--- config.mk ---
export PLATFORM = sky130hd
export DESIGN_NAME = utf16_to_utf8_transcoder
export DESIGN_NICKNAME = d
export VERILOG_FILES = /design/src/hdl/u2u8_pkg.sv /design/src/hdl/u2u8_front.sv /design/src/hdl/u2u8_fifo.sv /design/src/hdl/u2u8_back.sv /design/src/hdl/utf16_to_utf8_transcoder.sv
export SDC_FILE = /design/constraint.sdc
export NUM_CORES = 1
export LEC_CHECK = 0
export ABC_AREA = 1
export BUFFER_PORTS_ARGS = -buffer_cell sky130_fd_sc_hd__buf_2
export CAP_MARGIN = 20
export CORE_AREA = 4 4 124 126
export DETAILED_ROUTE_END_ITERATION = 8
export DIE_AREA = 0 0 128 130
export PLACE_DENSITY = 0.77
export SYNTH_ARGS = -nofsm -noshare
export SYNTH_HDL_FRONTEND = slang
export SYNTH_SLANG_ARGS = --single-unit
--- constraint.sdc ---
create_clock -name clk -period 4.5 [get_ports clk]
set_input_delay 0.9 -clock clk [delete_from_list [all_inputs] [get_ports clk]]
set_output_delay 0.9 -clock clk [all_outputs]
set_load 0.005 [all_outputs]
--- src/hdl/u2u8_pkg.sv ---
// ----------------------------------------------------------------------------
// u2u8_pkg
// Shared types and constants for the UTF-16 to UTF-8 transcoder.
// ----------------------------------------------------------------------------
package u2u8_pkg;

    // Result kinds carried on the output tuser.
    localparam logic [1:0] KIND_DATA   = 2'd0;
    localparam logic [1:0] KIND_OK     = 2'd1;
    localparam logic [1:0] KIND_FAILED = 2'd2;

    // Surrogate ranges, tested on the upper six bits of a code unit.
    localparam logic [5:0] HIGH_SURR_TAG = 6'b110110;   // 0xD800 .. 0xDBFF
    localparam logic [5:0] LOW_SURR_TAG  = 6'b110111;   // 0xDC00 .. 0xDFFF

    // Encoding limits and lead/continuation patterns.
    localparam logic [15:0] ONE_BYTE_MAX = 16'h007f;
    localparam logic [15:0] TWO_BYTE_MAX = 16'h07ff;
    localparam logic [7:0]  LEAD2        = 8'hc0;
    localparam logic [7:0]  LEAD3        = 8'he0;
    localparam logic [7:0]  LEAD4        = 8'hf0;
    localparam logic [7:0]  CONT         = 8'h80;

    // Adds 0x10000 to a supplementary code point, seen from bit 10 upward.
    localparam logic [10:0] SUPP_BASE_HI = 11'h040;

    localparam int unsigned FIFO_DEPTH = 4;

    // One classified input item: up to four data bytes, then an optional status.
    typedef struct packed {
        logic [3:0][7:0] bytes;      // bytes[0] goes out first
        logic [2:0]      nbytes;     // 0 to 4
        logic            has_status;
        logic            failed;
    } job_t;

endpackage

--- src/hdl/u2u8_front.sv ---
// ----------------------------------------------------------------------------
// u2u8_front
// Accepts code units, tracks surrogate and failure state, and builds one job
// per input item that causes any result.
// ----------------------------------------------------------------------------
module u2u8_front
(
    input  logic              clk,
    input  logic              rst_n,
    input  logic              s_tvalid,
    output logic              s_tready,
    input  logic [15:0]       s_tdata,   // code_unit
    input  logic              s_tlast,   // text_last
    input  logic              queue_full,
    output logic              push,
    output u2u8_pkg::job_t    job
);

    logic        pending_high_reg, pending_high_next;
    logic [9:0]  high_offset_reg, high_offset_next;
    logic        text_failed_reg, text_failed_next;
    logic        accept;
    logic        is_high;
    logic        is_low;
    logic        enc_supp;
    logic        enc_bmp;
    logic [10:0] supp_hi;

    assign s_tready = !queue_full;
    assign accept   = s_tvalid && s_tready;
    assign is_high  = (s_tdata[15:10] == u2u8_pkg::HIGH_SURR_TAG);
    assign is_low   = (s_tdata[15:10] == u2u8_pkg::LOW_SURR_TAG);

    // Bits 20..10 of the supplementary code point.
    assign supp_hi  = {1'b0, high_offset_reg} + u2u8_pkg::SUPP_BASE_HI;

    always_comb
    begin
        pending_high_next = pending_high_reg;
        high_offset_next  = high_offset_reg;
        text_failed_next  = text_failed_reg;
        enc_supp          = 1'b0;
        enc_bmp           = 1'b0;
        job               = '0;

        if (!text_failed_reg)
        begin
            if (pending_high_reg)
            begin
                pending_high_next = 1'b0;
                high_offset_next  = '0;
                if (is_low)
                    enc_supp = 1'b1;
                else
                    text_failed_next = 1'b1;
            end
            else if (is_high)
            begin
                pending_high_next = 1'b1;
                high_offset_next  = s_tdata[9:0];
            end
            else if (is_low)
                text_failed_next = 1'b1;
            else
                enc_bmp = 1'b1;
        end

        if (enc_supp)
        begin
            job.nbytes   = 3'd4;
            job.bytes[0] = u2u8_pkg::LEAD4 | {5'd0, supp_hi[10:8]};
            job.bytes[1] = u2u8_pkg::CONT  | {2'd0, supp_hi[7:2]};
            job.bytes[2] = u2u8_pkg::CONT  | {2'd0, supp_hi[1:0], s_tdata[9:6]};
            job.bytes[3] = u2u8_pkg::CONT  | {2'd0, s_tdata[5:0]};
        end
        else if (enc_bmp)
        begin
            if (s_tdata <= u2u8_pkg::ONE_BYTE_MAX)
            begin
                job.nbytes   = 3'd1;
                job.bytes[0] = s_tdata[7:0];
            end
            else if (s_tdata <= u2u8_pkg::TWO_BYTE_MAX)
            begin
                job.nbytes   = 3'd2;
                job.bytes[0] = u2u8_pkg::LEAD2 | {3'd0, s_tdata[10:6]};
                job.bytes[1] = u2u8_pkg::CONT  | {2'd0, s_tdata[5:0]};
            end
            else
            begin
                job.nbytes   = 3'd3;
                job.bytes[0] = u2u8_pkg::LEAD3 | {4'd0, s_tdata[15:12]};
                job.bytes[1] = u2u8_pkg::CONT  | {2'd0, s_tdata[11:6]};
                job.bytes[2] = u2u8_pkg::CONT  | {2'd0, s_tdata[5:0]};
            end
        end

        if (s_tlast)
        begin
            // A text that ends on a pending high surrogate has failed.
            job.has_status    = 1'b1;
            job.failed        = text_failed_next || pending_high_next;
            pending_high_next = 1'b0;
            high_offset_next  = '0;
            text_failed_next  = 1'b0;
        end
    end

    assign push = accept && ((job.nbytes != 3'd0) || job.has_status);

    always_ff @(posedge clk or negedge rst_n)
    begin
        if (!rst_n)
        begin
            pending_high_reg <= 1'b0;
            high_offset_reg  <= '0;
            text_failed_reg  <= 1'b0;
        end
        else if (accept)
        begin
            pending_high_reg <= pending_high_next;
            high_offset_reg  <= high_offset_next;
            text_failed_reg  <= text_failed_next;
        end
    end

endmodule

--- src/hdl/u2u8_fifo.sv ---
// ----------------------------------------------------------------------------
// u2u8_fifo
// Small job queue between the front and the back; the head is read directly.
// ----------------------------------------------------------------------------
module u2u8_fifo
#(
    parameter int unsigned DEPTH = u2u8_pkg::FIFO_DEPTH
)
(
    input  logic           clk,
    input  logic           rst_n,
    input  logic           push,
    input  u2u8_pkg::job_t push_data,
    output logic           full,
    input  logic           pop,
    output u2u8_pkg::job_t head,
    output logic           empty
);

    localparam int unsigned AW = (DEPTH > 1) ? $clog2(DEPTH) : 1;

    u2u8_pkg::job_t  mem [DEPTH];
    logic [AW-1:0]   wr_ptr_reg, wr_ptr_next;
    logic [AW-1:0]   rd_ptr_reg, rd_ptr_next;
    logic [AW:0]     count_reg, count_next;

    assign full  = (count_reg == (AW+1)'(DEPTH));
    assign empty = (count_reg == '0);
    assign head  = mem[rd_ptr_reg];

    always_comb
    begin
        wr_ptr_next = wr_ptr_reg;
        rd_ptr_next = rd_ptr_reg;
        count_next  = count_reg;
        if (push)
            wr_ptr_next = (wr_ptr_reg == AW'(DEPTH - 1)) ? '0 : wr_ptr_reg + 1'b1;
        if (pop)
            rd_ptr_next = (rd_ptr_reg == AW'(DEPTH - 1)) ? '0 : rd_ptr_reg + 1'b1;
        if (push && !pop)
            count_next = count_reg + 1'b1;
        else if (pop && !push)
            count_next = count_reg - 1'b1;
    end

    always_ff @(posedge clk)
    begin
        if (push)
            mem[wr_ptr_reg] <= push_data;
    end

    always_ff @(posedge clk or negedge rst_n)
    begin
        if (!rst_n)
        begin
            wr_ptr_reg <= '0;
            rd_ptr_reg <= '0;
            count_reg  <= '0;
        end
        else
        begin
            wr_ptr_reg <= wr_ptr_next;
            rd_ptr_reg <= rd_ptr_next;
            count_reg  <= count_next;
        end
    end

    a_no_overflow: assert property (@(posedge clk) disable iff (!rst_n)
        push |-> !full)
        else $error("job queue written while full");

    a_no_underflow: assert property (@(posedge clk) disable iff (!rst_n)
        pop |-> !empty)
        else $error("job queue read while empty");

    a_count_bound: assert property (@(posedge clk) disable iff (!rst_n)
        count_reg <= (AW+1)'(DEPTH))
        else $error("job queue count out of range");

endmodule

--- src/hdl/u2u8_back.sv ---
// ----------------------------------------------------------------------------
// u2u8_back
// Drains the head job one result per unstalled cycle into the output register.
// ----------------------------------------------------------------------------
module u2u8_back
(
    input  logic           clk,
    input  logic           rst_n,
    input  u2u8_pkg::job_t head,
    input  logic           empty,
    output logic           pop,
    output logic           m_tvalid,
    input  logic           m_tready,
    output logic [7:0]     m_tdata,   // out_byte
    output logic [1:0]     m_tuser,   // kind
    output logic           m_tlast    // run_last
);

    logic [2:0] idx_reg, idx_next;
    logic       m_tvalid_reg, m_tvalid_next;
    logic [7:0] m_tdata_reg, m_tdata_next;
    logic [1:0] m_tuser_reg, m_tuser_next;
    logic       m_tlast_reg, m_tlast_next;
    logic       out_free;
    logic       load;
    logic       is_byte;
    logic       last_res;
    logic [2:0] total;

    assign out_free = !m_tvalid_reg || m_tready;
    assign load     = !empty && out_free;
    assign total    = head.nbytes + {2'd0, head.has_status};
    assign is_byte  = (idx_reg < head.nbytes);
    assign last_res = ((idx_reg + 3'd1) == total);
    assign pop      = load && last_res;

    always_comb
    begin
        idx_next      = idx_reg;
        m_tvalid_next = m_tvalid_reg;
        m_tdata_next  = m_tdata_reg;
        m_tuser_next  = m_tuser_reg;
        m_tlast_next  = m_tlast_reg;
        if (load)
        begin
            m_tvalid_next = 1'b1;
            m_tlast_next  = last_res;
            idx_next      = last_res ? 3'd0 : idx_reg + 3'd1;
            if (is_byte)
            begin
                m_tdata_next = head.bytes[idx_reg[1:0]];
                m_tuser_next = u2u8_pkg::KIND_DATA;
            end
            else
            begin
                m_tdata_next = 8'd0;
                m_tuser_next = head.failed ? u2u8_pkg::KIND_FAILED : u2u8_pkg::KIND_OK;
            end
        end
        else if (m_tready)
            m_tvalid_next = 1'b0;
    end

    always_ff @(posedge clk or negedge rst_n)
    begin
        if (!rst_n)
        begin
            idx_reg      <= '0;
            m_tvalid_reg <= 1'b0;
        end
        else
        begin
            idx_reg      <= idx_next;
            m_tvalid_reg <= m_tvalid_next;
        end
    end

    always_ff @(posedge clk)
    begin
        m_tdata_reg <= m_tdata_next;
        m_tuser_reg <= m_tuser_next;
        m_tlast_reg <= m_tlast_next;
    end

    assign m_tvalid = m_tvalid_reg;
    assign m_tdata  = m_tdata_reg;
    assign m_tuser  = m_tuser_reg;
    assign m_tlast  = m_tlast_reg;

    a_status_ends_run: assert property (@(posedge clk) disable iff (!rst_n)
        (m_tvalid_reg && (m_tuser_reg != u2u8_pkg::KIND_DATA)) |-> m_tlast_reg)
        else $error("status result not marked as last of its run");

    a_status_zero_byte: assert property (@(posedge clk) disable iff (!rst_n)
        (m_tvalid_reg && (m_tuser_reg != u2u8_pkg::KIND_DATA)) |-> (m_tdata_reg == 8'd0))
        else $error("status result carries a nonzero byte");

    a_partial_job_held: assert property (@(posedge clk) disable iff (!rst_n)
        (idx_reg != 3'd0) |-> !empty)
        else $error("partly drained job left the head of the queue");

endmodule

--- src/hdl/utf16_to_utf8_transcoder.sv ---
// ----------------------------------------------------------------------------
// utf16_to_utf8_transcoder
// Converts a stream of UTF-16 code units into UTF-8 bytes with a status
// result at the end of every text.
// ----------------------------------------------------------------------------
//
//  Channel  Direction  tdata              tuser      tlast
//  s_*      in         code_unit [15:0]   -          text_last
//  m_*      out        out_byte  [7:0]    kind [1:0] run_last
//
// The front classifies each code unit in the cycle it is accepted and queues
// one job holding up to four bytes and an optional status. The back sends one
// result per cycle while the output is not stalled. An item yields one to three
// bytes for a unit of the Basic Multilingual Plane and four for a completed
// surrogate pair, plus a status result when the unit ends a text; a unit that
// yields no byte and ends no text queues no job.
// One transfer per unstalled cycle on the single port sets the sustained rate.
// Input is taken whenever the job queue has room, also while a result is
// stalled in the output register. Reset is asynchronous and clears the
// surrogate state, the queue and the output valid.
//
module utf16_to_utf8_transcoder
#(
    parameter int unsigned FIFO_DEPTH = u2u8_pkg::FIFO_DEPTH
)
(
    input  logic        clk,
    input  logic        rst_n,

    input  logic        s_tvalid,
    output logic        s_tready,
    input  logic [15:0] s_tdata,   // [15:0] code_unit
    input  logic        s_tlast,   // text_last

    output logic        m_tvalid,
    input  logic        m_tready,
    output logic [7:0]  m_tdata,   // [7:0] out_byte
    output logic [1:0]  m_tuser,   // [1:0] kind
    output logic        m_tlast    // run_last
);

    // Job handed from the classifier into the queue, and the queue head.
    u2u8_pkg::job_t push_job;
    u2u8_pkg::job_t head_job;
    logic           push;
    logic           pop;
    logic           queue_full;
    logic           queue_empty;

    // The front holds the surrogate pairing and failure state of the text.
    u2u8_front u_front
    (
        .clk        (clk),
        .rst_n      (rst_n),
        .s_tvalid   (s_tvalid),
        .s_tready   (s_tready),
        .s_tdata    (s_tdata),
        .s_tlast    (s_tlast),
        .queue_full (queue_full),
        .push       (push),
        .job        (push_job)
    );

    // A short queue lets the front keep taking units while the back drains.
    u2u8_fifo #(.DEPTH(FIFO_DEPTH)) u_fifo
    (
        .clk       (clk),
        .rst_n     (rst_n),
        .push      (push),
        .push_data (push_job),
        .full      (queue_full),
        .pop       (pop),
        .head      (head_job),
        .empty     (queue_empty)
    );

    // The back serializes each job into byte and status transfers.
    u2u8_back u_back
    (
        .clk      (clk),
        .rst_n    (rst_n),
        .head     (head_job),
        .empty    (queue_empty),
        .pop      (pop),
        .m_tvalid (m_tvalid),
        .m_tready (m_tready),
        .m_tdata  (m_tdata),
        .m_tuser  (m_tuser),
        .m_tlast  (m_tlast)
    );

endmodule
* Yosys cells after proc, flatten, opt, wreduce, memory -nomap -nowiden
Memory sizes are Yosys's and may differ from the RTL's.
Index checks and enable logic that the tools add are counted.
** Storage, ports and cells
- Bits in registers :: 34
- RAM bits :: 148
- Input port bits :: 21
- Output and inout bits :: 13
- Logic and storage cells :: 89
- Memories :: 1
** Cells by class
- Add/sub/neg operators :: 7
- $lt $le $gt $ge :: 4
- Equal/unequal tests :: 7
- Muxes and demuxes :: 39
- Reduce and logical (&&, ||, !) cells :: 20
** Memory list
- u_fifo.mem :: depth 4, bits a word 37, read ports 1, clocked after memory_dff 0, wr ports 1, line u2u8_fifo.sv:22 : u2u8_pkg::job_t mem [DEPTH];
** Operator list (number)
- 27-bit two-way mux :: 2
- 10-bit two-way mux :: 4
- 8-bit two-way mux :: 3
- 1-bit two-way mux :: 19
- 17-bit two-way mux :: 1
- 8-bit binary-select mux with 2-bit select :: 1
- 16-bit by 11-bit less-or-equal comparator with 1-bit output, second input constant :: 1
- 16-bit by 7-bit less-or-equal comparator with 1-bit output, second input constant :: 1
- 16-bit two-way mux :: 1
- 6-bit == test, second input constant :: 2
- 10-bit by 7-bit adder with 11-bit output, second input constant :: 1
- 11-bit two-way mux :: 1
- 3-bit two-way mux :: 3
- 2-bit two-way mux :: 4
- 3-bit by 1-bit adder with 3-bit output, second input constant :: 2
- 1-bit logical AND :: 6
- 3-bit nonzero test :: 2
- 1-bit logical NOT :: 5
- 2-bit by 1-bit adder with 2-bit output, second input constant :: 2
- 2-bit == test, second input constant :: 2
- 2-bit nonzero test :: 2
- 3-bit by 1-bit adder with 3-bit output :: 1
- 3-bit == test :: 1
- 3-bit == test, second input constant :: 1
- 7 further kinds :: 9

* Longest topological paths before layout
Gate-level depths: netlist of run 1.
- Word-level depth :: 14
- Mapped depth :: 19
- Gate-level depth less buffers :: 18

* Cells and area by module
A second synthesis of run 1 with hierarchy kept.
** Second synthesis, totals
- Cell total of the unflattened synthesis :: 845
- Area, all modules :: 8589.5 µm²
** Modules (own cells, without submodules)
- u2u8_fifo :: instances 1, cells each 483, area an instance 6321.1 µm², sequential area each 4619.4 µm²
- u2u8_front :: instances 1, cells each 224, area an instance 1261.2 µm², sequential area each 300.3 µm²
- u2u8_back :: instances 1, cells each 138, area an instance 1007.2 µm², sequential area each 430.4 µm²

* Least setup slack after synthesis of run 1
No wires, ideal clock.
- Path type :: in2reg
- From :: input port s_tdata[10]
- To :: memory u_fifo.mem[3][0] in the netlist's numbering, enable pin
- Library setup time :: 0.423 ns
- Data arrival time :: 2.905 ns
- Required time :: 4.077 ns
- Slack :: 1.172 ns
- Stages :: 7
- Path buffers :: 0
- Cell sequence :: inv_1 nor2_4 nand2_1 nand3_4 nand3_2 nand2_2 nor2_1
** On the way
- Cells in the longest elaborated chain, start to end :: 12
- Elaborated cells between the ends (all ways) :: 20
- Classes of those cells :: 2 x order compare; 2 x eq/ne; 13 x mux; 3 x reduce/logical
** Ends and longest elaborated chain
- start, declared :: line utf16_to_utf8_transcoder.sv:32 : input logic [15:0] s_tdata,
- parallel branches: the longest is 6 deep, another holds 16-bit by 11-bit less-or-equal comparator with 1-bit output
- 27-bit two-way mux (*) :: line u2u8_front.sv:68 : if (enc_supp)
- 3-bit nonzero test (*) :: line u2u8_front.sv:109 : assign push = accept && ((job.nbytes != 3'd0) || job.has_status);
- 1-bit logical OR (*) :: line u2u8_front.sv:109
- 1-bit logical AND (*) :: line u2u8_front.sv:109
- 1-bit two-way mux (*) :: line u2u8_fifo.sv:48 : if (push)
- 1-bit two-way mux (implied by the code) (*) :: line u2u8_fifo.sv:49 : mem[wr_ptr_reg] <= push_data;
- end, declared :: line u2u8_fifo.sv:22
Every way passes the cells marked *.

* Worst setup path in the final report of run 1
- From :: register u_fifo.rd_ptr_reg[1]
- To :: register u_fifo.count_reg[1]
** On the way
- Cells in the longest elaborated chain, start to end :: 7
- Elaborated cells between the ends (all ways) :: 9
- Classes of those cells :: 1 x add/sub; 1 x eq/ne; 1 x mux; 5 x reduce/logical; 1 x memory
** Ends and longest elaborated chain
- start, declared :: line u2u8_fifo.sv:24 : logic [AW-1:0] rd_ptr_reg, rd_ptr_next;
- start signal, assigned :: line u2u8_fifo.sv:63 : rd_ptr_reg <= rd_ptr_next;
- memory 4 x 37 bit
- 3-bit by 1-bit adder with 3-bit output :: line u2u8_back.sv:32 : assign total = head.nbytes + {2'd0, head.has_status};
- 3-bit == test :: line u2u8_back.sv:34 : assign last_res = ((idx_reg + 3'd1) == total);
- 1-bit logical AND :: line u2u8_back.sv:35 : assign pop = load && last_res;
- 1-bit logical NOT :: line u2u8_fifo.sv:40 : if (push && !pop)
- 1-bit logical AND :: line u2u8_fifo.sv:40
- 3-bit two-way mux :: line u2u8_fifo.sv:40
- via u_fifo.count_next[1] :: line u2u8_fifo.sv:25 : logic [AW:0] count_reg, count_next;
- end signal, assigned :: line u2u8_fifo.sv:64 : count_reg <= count_next;
- end, declared :: line u2u8_fifo.sv:25
The timed path passes the listed nets, and every way through them passes these cells.
A chain may end at the register's enable or synchronous reset.

==> out/metrics.yaml, run 1 <==
run_status:
  status: "finished, final reports clean"
synthesis:
  muxShareOfSynthArea_pct: 0
  ys_seq_elements: 166
  synthCells: 761
  synth_xor_area_share_pct: 0.567
  syn_nets: 795
  synthAdderAreaFrac_pct: 2.20
  syn_area_um2: 7720
  synth_area_per_cell_um2: 10.1
  yosysWarnings: 0
  synthSimpleGateAreaFrac_pct: 23.6
  synth_compound_area_share_pct: 4.85
  seq_area_frac_synth_pct: 63.1
  ys_types: 42
  synth_top_family_by_area: "simple AND/OR/NAND/NOR gates"
place:
  portBuffers: 33
  gp_congestion: 0.921
  hpwl_um: 10900
worst_hold_path:
  hp-class: "in2async"
global_routing:
  track_usage_pct: 21.5
  overflow: 0
  grt_pass1_vias: 5123
  grt_pass1_wl_um: 27200
  grt_antenna_before_repair: 0
  grt_max_degree: 56
setup_path:
  r2r_slack_ps: 1280
  critPathArrivalTime_ps: 3530
  r2r_end: "u_fifo.count_reg[1]"
  cp_max_fo: 27
  startpoint_type: "flip-flop"
  startpoint: "u_fifo.rd_ptr_reg[1]"
  critical_path_class: "reg2reg"
  setup.worst_path.end_class: "flip-flop"
  r2r-start: "u_fifo.rd_ptr_reg[1]"
  reg2regPathDepth: 14
  required_ps: 4820
clock_network:
  post_cts_resized: 0
  cts_sinks: 166
  cts_setup_buffers: 0
  numCtsBuffers: 17
  path_clk_slew_ps: 60
  cts_root_buf: "clkbuf_16"
  cts_buffer_depth: 2
  cts-hold-fix-buffers: 0
  clk_latency_ps: 430
  h-tree-depth: 4
  cts_tree: "yes"
die:
  fp.dieW_um: 128
  rows: 44
  die_area_um2: 16600
  die_h_um: 130
  io_pins: 34
  start_util_pct: 53.9
  core_area_um2: 14300
pwr:
  vdd_drop_max_mv: 0.317
  power_switching_mw: 2.05
  powerDensity_nw_per_um2: 663
  p_int_mw: 3.71
  switching_share_pct: 35.6
  p_leak_nw: 3.61
  power_mw: 5.75
  p_comb_share_pct: 33.2
  p_seq_share_pct: 39.4
  p_clk_share_pct: 27.3
route:
  drt-initial-drc-count: 654
  ant_nets: 0
  num_vias: 5397
  routed_wl_um: 17100
  wire_per_inst_um: 17.3
  via_per_inst: 5.45
  route.detailed.drc: 0
  drtPass1Iterations: 5
final_layout:
  drive_above_1_share_pct: 13.9
  layout_commonest_cell: "nand2_1"
  largest_reg_flops: 132
  area_delta_synth_final_pct: 12.4
  layout_common_cells: "238 x nand2_1, 143 x edfxtp_1, 88 x nand3_1, 63 x inv_1, 42 x nor2_1"
  nNetsFinal: 827
  diodes: 0
timing:
  final_max_slew_viol_count: 0
  skew_ps: 9.34
  tns_ps: 0
  min_period_over_period_pct: 71.5
  max_freq_mhz: 311
  maxSlewHeadroom_pct: 32.6
  period_minus_slack_ps: 3220
  tightest_slew_ps: 1010
  setup_viol: 0
  grt_setup_unrepaired: "no"
  hold_viol_final: 0
job:
  drv_cap: 0
cell type report:
type | instances | area (µm²)
Sequential cell | 166 | 4870
Timing Repair Buffer | 41 | 225
Fill cell | 1119 | 5640
Multi-Input combinational cell | 498 | 2440
Inverter | 69 | 262
Clock inverter | 13 | 203
Clock buffer | 19 | 443
Tap cell | 184 | 230
cells by family after synthesis:
group / after synthesis
AOI/OAI and AO/OA: 67
xor gates and xnor gates: 5
adders and majority gates: 13
buffers and inverters: 97
DFF: 166
and+or+nand+nor: 413
Yosys cell counts, drive strengths merged:
library cell,count,share of area [%]
nand2,241,12
edfxtp,143,56
nand3,92,6.3
inv,68,3.3
nor2,54,3.1
o21ai,38,2.5
buf,27,2.2
dfrtp,23,7.5
a21oi,21,1.4
or2,14,1.1
ha,12,1.9
nand4,5,0.49
nand3b,3,0.45
xnor2,3,0.34
and2,2,0.16
nor3,2,0.19
o211ai,2,0.19
o22ai,2,0.16
xor2,2,0.23
a31oi,1,0.28
a32o,1,0.13
a32oi,1,0.11
clkbuf,1,0.049
clkinv,1,0.049
fa,1,0.26
o31ai,1,0.097
how the worst max path moves through the flow:
| stage | end | slack (ps) |
|---|---|---|
| after floorplan | u_fifo.mem[3][0] | 1170 |
| after global placement | u_fifo.count_reg[2] | 1380 |
| after detailed placement | u_fifo.count_reg[1] | 1320 |
| after CTS | u_fifo.count_reg[1] | 1290 |
| after global routing | u_fifo.count_reg[2] | 1030 |
| final | u_fifo.count_reg[1] | 1280 |
through the flow:
step           util [%]  setup slack (ps)  hold slack, ps  instance area (µm²)  instances
6_report           60.6              1280             449                 8680        990
5_1_grt            60.6              1030             477                 8680        990
4_1_cts            60.6              1290             457                 8680        990
3_5_place_dp       56.1              1320             481                 8030        958
3_3_place_gp       56.1              1380             473                 8030        958
2_1_floorplan         -              1170             459                 7720        761
power by group through the flow:
| stage | sequential [mW] | clock, mW | combinational [mW] |
|---|---|---|---|
| floorplan | 2.25 | 0 | 1.41 |
| global placement | 2.28 | 0 | 1.85 |
| CTS | 2.26 | 1.59 | 1.91 |
| global route | 2.29 | 1.66 | 2.16 |
| detailed placement | 2.29 | 0 | 1.88 |
| finish | 2.27 | 1.57 | 1.91 |
layer usage:
layer	vias up	GRT usage (%)	part of all wire (%)
met1	2527	28.3	42
met4	0	7.80	1.7
li1	2620	-	-
met2	225	34.8	49
met3	25	5.44	8.0
met5	-	0	0
critical path, cell delays in order (launching register included):
cell and delay, ps:
dfrtp_1 370, buf_4 250, inv_2 310, nand3_1 160, and2_1 180, ha_1 170
ha_1 280, xor2_1 170, a21oi_2 210, nand3_2 140, ha_1 210, inv_1 90
fa_1 410, nor2_1 110, a21oi_1 40
Power figures use the tool's default switching activity.
==> inputs of run 2 (changes only) <==
==> constraint.sdc (replaced) <==
create_clock -name clk -period 3.3 [get_ports clk]
set_input_delay 0.66 -clock clk [delete_from_list [all_inputs] [get_ports clk]]
set_output_delay 0.66 -clock clk [all_outputs]
set_load 0.005 [all_outputs]
==> run 2 against run 1 <==
Effect of this change: via count grew 0.91%; cell count rose by 0.71%; routed wire length fell by 2.2%; fmax rose by 6.2%; sequential share of layout area is 0.38 points higher; core utilization shrank 0.41 points; final area fell by 0.68%; worst hold slack lost 220 ps.
==> out/metrics.yaml, run 2 (same netlist as run 1, synthesis figures left out) <==
setup_path:
  setup.worst_path.end_class: "flip-flop"
  critical_path_class: "reg2reg"
  r2r_end: "u_fifo.count_reg[1]"
  required_ps: 3610  # -1210 ps
  r2r-start: "u_fifo.rd_ptr_reg[1]"
  cp_max_fo: 12  # -56%
  cp_cell_sequence: "inv_2 -> buf_4 -> a21oi_1 -> a32oi_1 -> ha_1 -> xor2_1 -> a21oi_2 -> nand3_2 -> ha_1 -> inv_1 -> fa_1 -> nor2_1 -> a21oi_1"
  critPathMaxStageDelay_ps: 460  # +50 ps
  slowest_stage: "dfrtp_1"
  r2r_slack_ps: 270  # -1010 ps
  path_buf_inv: 3  # unchanged
  startpoint_type: "flip-flop"
  critPathArrivalTime_ps: 3340  # -190 ps
  reg2regPathDepth: 13  # -1
  cp_top_family: "adder cells"
global_routing:
  grt_pass1_wl_um: 26700  # -1.7%
  grt_antenna_before_repair: 0  # unchanged
  track_usage_pct: 21.4  # -0.046 points
  grt_max_degree: 40  # -29%
  overflow: 0  # unchanged
  grt_pass1_vias: 5142  # +0.37%
clock_network:
  path_clk_slew_ps: 60  # about the same
  cts_buffer_depth: 2  # unchanged
  post_cts_resized: 0  # unchanged
  cts-hold-fix-buffers: 0  # unchanged
  h-tree-depth: 4  # unchanged
  cts_sinks: 166  # unchanged
  clk_latency_ps: 420  # about the same
  cts_setup_buffers: 0  # unchanged
  cts_root_buf: "clkbuf_16"
  cts_tree: "yes"
  numCtsBuffers: 17  # unchanged
timing:
  fin_hold_ws_ps: 230  # -219 ps
  grt_setup_unrepaired: "no"
  hold_viol_final: 0  # unchanged
  max_freq_mhz: 330  # +6.2%
  tightest_slew_ps: 803  # -206 ps
  period_minus_slack_ps: 3030  # -188 ps
  final_max_slew_viol_count: 0  # unchanged
  tns_ps: 0  # unchanged
  setup_viol: 0  # unchanged
  min_period_over_period_pct: 91.8  # +20 points
  setup_ws_ps: 269  # -1010 ps
  skew_ps: 6.79  # -2.55 ps
  maxSlewHeadroom_pct: 45.9  # +13 points
final_layout:
  final_core_util_pct: 60.2  # -0.41 points
  layout_common_cells: "238 x nand2_1, 143 x edfxtp_1, 88 x nand3_1, 63 x inv_1, 42 x nor2_1"
  layout_commonest_cell: "nand2_1"
  stdcell_area_um2: 8620  # -0.68%
  nNetsFinal: 834  # +0.85%
  largest_reg_flops: 132  # unchanged
  area_delta_synth_final_pct: 11.6
  drive_above_1_share_pct: 14.0  # +0.13 points
  final_cell_count_no_fill: 997  # +0.71%
  diodes: 0  # unchanged
die:
  die_area_um2: 16600  # unchanged
  start_util_pct: 53.9  # unchanged
  fp.dieW_um: 128  # unchanged
  rows: 44  # unchanged
  core_area_um2: 14300  # unchanged
  die_h_um: 130  # unchanged
  io_pins: 34  # unchanged
place:
  hpwl_um: 10700  # -1.7%
  placed_cells: 965  # +0.73%
  postPlaceCellArea_um2: 8100  # +0.81%
  pre_cts_slack_ps: 332  # -984 ps
  gp_congestion: 0.897  # -2.6%
  portBuffers: 33  # unchanged
run_status:
  status: "finished, final reports clean"
pwr:
  p_leak_nw: 3.60  # -0.35%
  power_mw: 7.51  # +31%
  powerDensity_nw_per_um2: 872  # +32%
  vdd_drop_max_mv: 0.433  # +37%
route:
  route.detailed.drc: 0  # unchanged
  drtPass1Iterations: 6  # +1
  via_per_inst: 5.46  # +0.20%
  ant_nets: 0  # unchanged
  num_vias: 5446  # +0.91%
  routed_wl_um: 16700  # -2.2%
  wire_per_inst_um: 16.8  # -2.9%
  drt-initial-drc-count: 645  # -1.4%
worst_hold_path:
  hp-class: "in2async"
job:
  drv_cap: 0  # unchanged
-- run 2: final cells by class --
class	instances	area, µm²
Clock buffer	18	429
Timing Repair Buffer	48	290
Sequential cell	166	4870
Inverter	69	262
Fill cell	1149	5700
Multi-Input combinational cell	498	2440
Clock inverter	14	92.6
Tap cell	184	230
-- run 2: layer usage --
layer	global-route usage (%)	vias to the layer above	share of wire, %
met5	0	-	0
met4	8.49	0	2.4
met3	4.18	29	8.2
met2	34.9	229	48
met1	28.7	2560	42
li1	-	2628	-
-- run 2: worst max-delay path by stage --
| stage | startpoint | to | cells after the start |
|---|---|---|---|
| 6_report | u_fifo.rd_ptr_reg[1] | u_fifo.count_reg[1] | 13 |
| 5_1_grt | u_fifo.rd_ptr_reg[1] | u_fifo.count_reg[2] | 17 |
| 4_1_cts | u_fifo.rd_ptr_reg[1] | u_fifo.count_reg[1] | 13 |
| 3_5_place_dp | u_fifo.rd_ptr_reg[1] | u_fifo.count_reg[1] | 13 |
| 3_3_place_gp | u_fifo.rd_ptr_reg[1] | u_fifo.count_reg[2] | 17 |
| 2_1_floorplan | s_tdata[10] | u_fifo.mem[3][0] | 7 |
-- run 2: worst register-to-register path: cells and delay by family (launching register included) --
kind | cells | cell delay (ps)
adders and majority gates | 3 | 920
xor gates and xnor gates | 1 | 180
DFF | 1 | 460
and+or+nand+nor | 2 | 290
buffers and inverters | 3 | 540
AOI/OAI and AO/OA | 4 | 520
-- run 2: report_power, final --
part | internal [mW] | switching (mW)
registers | 2.88 | 0.191
clock network | 1.01 | 0.742
logic | 0.864 | 1.82
==> inputs of run 3 (changes only) <==
--- a/config.mk
+++ b/config.mk
@@ -5,12 +5,11 @@
 export SDC_FILE = /design/constraint.sdc
 export NUM_CORES = 1
 export LEC_CHECK = 0
-export ABC_AREA = 1
 export BUFFER_PORTS_ARGS = -buffer_cell sky130_fd_sc_hd__buf_2
 export CAP_MARGIN = 20
-export CORE_AREA = 4 4 124 126
+export CORE_AREA = 4 4 120 122
 export DETAILED_ROUTE_END_ITERATION = 8
-export DIE_AREA = 0 0 128 130
+export DIE_AREA = 0 0 124 126
 export PLACE_DENSITY = 0.77
 export SYNTH_ARGS = -nofsm -noshare
 export SYNTH_HDL_FRONTEND = slang
==> run 3 against run 2 <==
Effect of this change: setup slack got worse by 110 ps; sequential share of layout area rose by 2.5 points; clock skew is 0.89 ps lower; critical path type unchanged; sequential power is essentially flat; power is 2.2% lower; sequential cell count stayed put; count of clock-buffer cells in the layout down 1; via count down 27%; combinational power shrank 11%; final area shrank 4.3%.
==> out/metrics.yaml, run 3 <==
run_status:
  status: "finished, final reports clean"
timing:
  grt_setup_unrepaired: "no"
  tightest_slew_ps: 674  # -129 ps
  maxSlewHeadroom_pct: 54.6  # +8.7 points
  skew_ps: 5.89  # -0.892 ps
  min_period_over_period_pct: 95.2  # +3.4 points
  period_minus_slack_ps: 3140  # +112 ps
  hold_viol_final: 0  # unchanged
  final_max_slew_viol_count: 0  # unchanged
  setup_viol: 0  # unchanged
  max_freq_mhz: 318  # -3.6%
  tns_ps: 0  # unchanged
  setup_ws_ps: 157  # -112 ps
global_routing:
  overflow: 0  # unchanged
  grt_pass1_vias: 4062  # -21%
  track_usage_pct: 20.2  # -1.2 points
  grt_pass1_wl_um: 23100  # -13%
  grt_max_degree: 34  # -15%
  grt_antenna_before_repair: 0  # unchanged
final_layout:
  drive_above_1_share_pct: 26.0  # +12 points
  area_delta_synth_final_pct: 15.3
  nNetsFinal: 517  # -38%
  layout_common_cells: "143 x edfxtp_1, 33 x buf_2, 32 x nand2_1, 30 x mux4_2"
  layout_commonest_cell: "edfxtp_1"
  largest_reg_flops: 132  # unchanged
  fillers: 903  # -21%
  stdcell_area_um2: 8250  # -4.3%
  final_cell_count_no_fill: 672  # -33%
  final_core_util_pct: 62.5  # +2.3 points
  diodes: 0  # unchanged
synthesis:
  synth_top_area_share_pct: 60.0  # +4.4 points
  ys_seq_elements: 166  # unchanged
  synth_compound_area_share_pct: 5.93  # +1.1 points
  synth_top_family_by_area: "multiplexers"
  syn_nets: 463  # -42%
  synthAdderAreaFrac_pct: 2.38  # +0.17 points
  seq_area_frac_synth_pct: 68.1  # +5.0 points
  synth_xor_area_share_pct: 1.54  # +0.97 points
  ys_types: 47  # +12%
  syn_area_um2: 7150  # -7.3%
  synthTopCellsByArea: "edfxtp_1 60%, mux4_2 9.4%, dfrtp_1 8.0%, mux2i_1 2.4%, ha_1 2.1%"
  synth_area_per_cell_um2: 16.7  # +64%
  synthSimpleGateAreaFrac_pct: 5.81  # -18 points
  yosys_most_used_dff: "edfxtp_1"
  synthCells: 429  # -44%
  muxShareOfSynthArea_pct: 13.8  # +14 points
  synth.largest_area_cell: "edfxtp_1"
  synth.most_common_cell: "edfxtp_1"
  synth_edf_count: 143  # unchanged
  async_flop_share_pct: 13.9  # unchanged
  ys_top_cells_by_count: "143 x edfxtp_1, 32 x nand2_1, 30 x mux4_2"
  yosysWarnings: 0  # unchanged
place:
  postPlaceCellArea_um2: 7670  # -5.2%
  placed_cells: 640  # -34%
  portBuffers: 33  # unchanged
  pre_cts_slack_ps: 178  # -153 ps
  gp_congestion: 0.890  # -0.86%
  hpwl_um: 9260  # -13%
die:
  fp.dieW_um: 124  # -3.1%
  io_pins: 34  # unchanged
  core_area_um2: 13200  # -7.8%
  rows: 42  # -4.5%
  die_h_um: 126  # -3.1%
  die_area_um2: 15600  # -6.1%
  start_util_pct: 54.2  # +0.30 points
route:
  drtPass1Iterations: 5  # -1
  routed_wl_um: 14500  # -14%
  via_per_inst: 5.92  # +8.4%
  num_vias: 3979  # -27%
  wire_per_inst_um: 21.5  # +28%
  route.detailed.drc: 0  # unchanged
  drt-initial-drc-count: 363  # -44%
  ant_nets: 0  # unchanged
job:
  drv_cap: 0  # unchanged
pwr:
  vdd_drop_max_mv: 0.429  # -1.0%
  p_leak_nw: 2.95  # -18%
  powerDensity_nw_per_um2: 890  # +2.1%
setup_path:
  startpoint_type: "flip-flop"
  cp_max_fo: 8  # -4
  cp_top_family: "adder cells"
  path_buf_inv: 1  # -2
  setup.worst_path.end_class: "flip-flop"
  required_ps: 3650  # +40 ps
  critPathArrivalTime_ps: 3490  # +150 ps
  cp_cell_sequence: "mux4_2 -> ha_4 -> ha_1 -> xnor3_1 -> xnor2_1 -> nor3_2 -> nand2_2 -> ha_4 -> inv_2 -> fa_1 -> xor2_1 -> nor2_1 -> xor2_1"
  critPathMaxStageDelay_ps: 580  # +120 ps
  critical_path_class: "reg2reg"
  slowest_stage: "mux4_2"
clock_network:
  cts_sinks: 166  # unchanged
  cts_root_buf: "clkbuf_16"
  h-tree-depth: 4  # unchanged
  cts-hold-fix-buffers: 0  # unchanged
  numCtsBuffers: 17  # unchanged
  cts_setup_buffers: 0  # unchanged
  path_clk_slew_ps: 60  # about the same
  clk_latency_ps: 420  # about the same
  cts_tree: "yes"
  post_cts_resized: 0  # unchanged
  cts_buffer_depth: 2  # unchanged
worst_hold_path:
  hp-class: "in2async"
-- run 3: changes by cell type in the layout (fill, tap and decap cells not counted), sizes merged, moves of 20 or more --
cell / delta
inv: -41
nand2: -208
o21ai: -20
nand3: -88
nor2: -45
mux4: +33
-- run 3: kinds of logic (layout without fill, tap and decap cells) --
| family | after synthesis | in the layout |
|---|---|---|
| compound gates | 63 | 63 |
| xor+xnor | 11 | 11 |
| fa+ha+maj | 13 | 13 |
| buf+inv | 41 | 108 |
| flops | 166 | 166 |
| mux | 55 | 55 |
| simple gates | 80 | 80 |
-- run 3: worst reg2reg max path, cell delays in order (launching register included) --
cell and delay, ps:
dfrtp_2 480, mux4_2 580, ha_4 180, ha_1 170, xnor3_1 210, xnor2_1 220
nor3_2 80, nand2_2 140, ha_4 170, inv_2 30, fa_1 370, xor2_1 170
nor2_1 120, xor2_1 150
-- run 3: layer usage --
layer  up-vias  GRT usage (%)  wire [µm]
met5         -              0          0
met4         0           6.44        238
met3        19           5.25       1080
met2       172           32.0       7390
met1      2012           27.6       5750
li1       1776              -          -
-- run 3: worst paths after layout --
| kind | startpoint | endpoint | depth (start not counted) | slack [ps] |
|---|---|---|---|---|
| hold reg to reg | u_back.m_tvalid | u_back.m_tvalid | 2 | 500 |
| max in group asynchronous | rst_n | u_fifo.rd_ptr_reg[0] | 1 | 2630 |
| min in group clk | u_back.m_tvalid | u_back.m_tvalid | 2 | 500 |
| hold / removal | rst_n | u_back.idx_reg[0] | 1 | 240 |
| setup reg to reg | u_fifo.rd_ptr_reg[0] | u_fifo.count_reg[2] | 13 | 160 |
| setup / recovery | u_fifo.rd_ptr_reg[0] | u_fifo.count_reg[2] | 13 | 160 |
-- run 3: metrics by stage --
stage               power [mW]  hold slack, ps
finish                    7.35             243
global route              7.73             265
CTS                       7.43             239
detailed placement        5.47             491
global placement          5.37             478
floorplan                 4.77             364
-- run 3: final cells by class --
class                      count  area [µm²]  area share, %
sequential                   166        4870           59.0
multi-input combinational    222        2130           25.9
clock buffer                  17         425           5.16
timing repair buffer          52         358           4.34
tap                          176         220           2.67
clock inverter                15         153           1.85
inverter                      24        90.1           1.09
-- run 3: report_power, final --
| part | switching [mW] | total, mW | internal [mW] |
|---|---|---|---|
| clock | 0.795 | 1.91 | 1.11 |
| sequential | 0.184 | 3.06 | 2.87 |
| combinational | 1.28 | 2.38 | 1.10 |
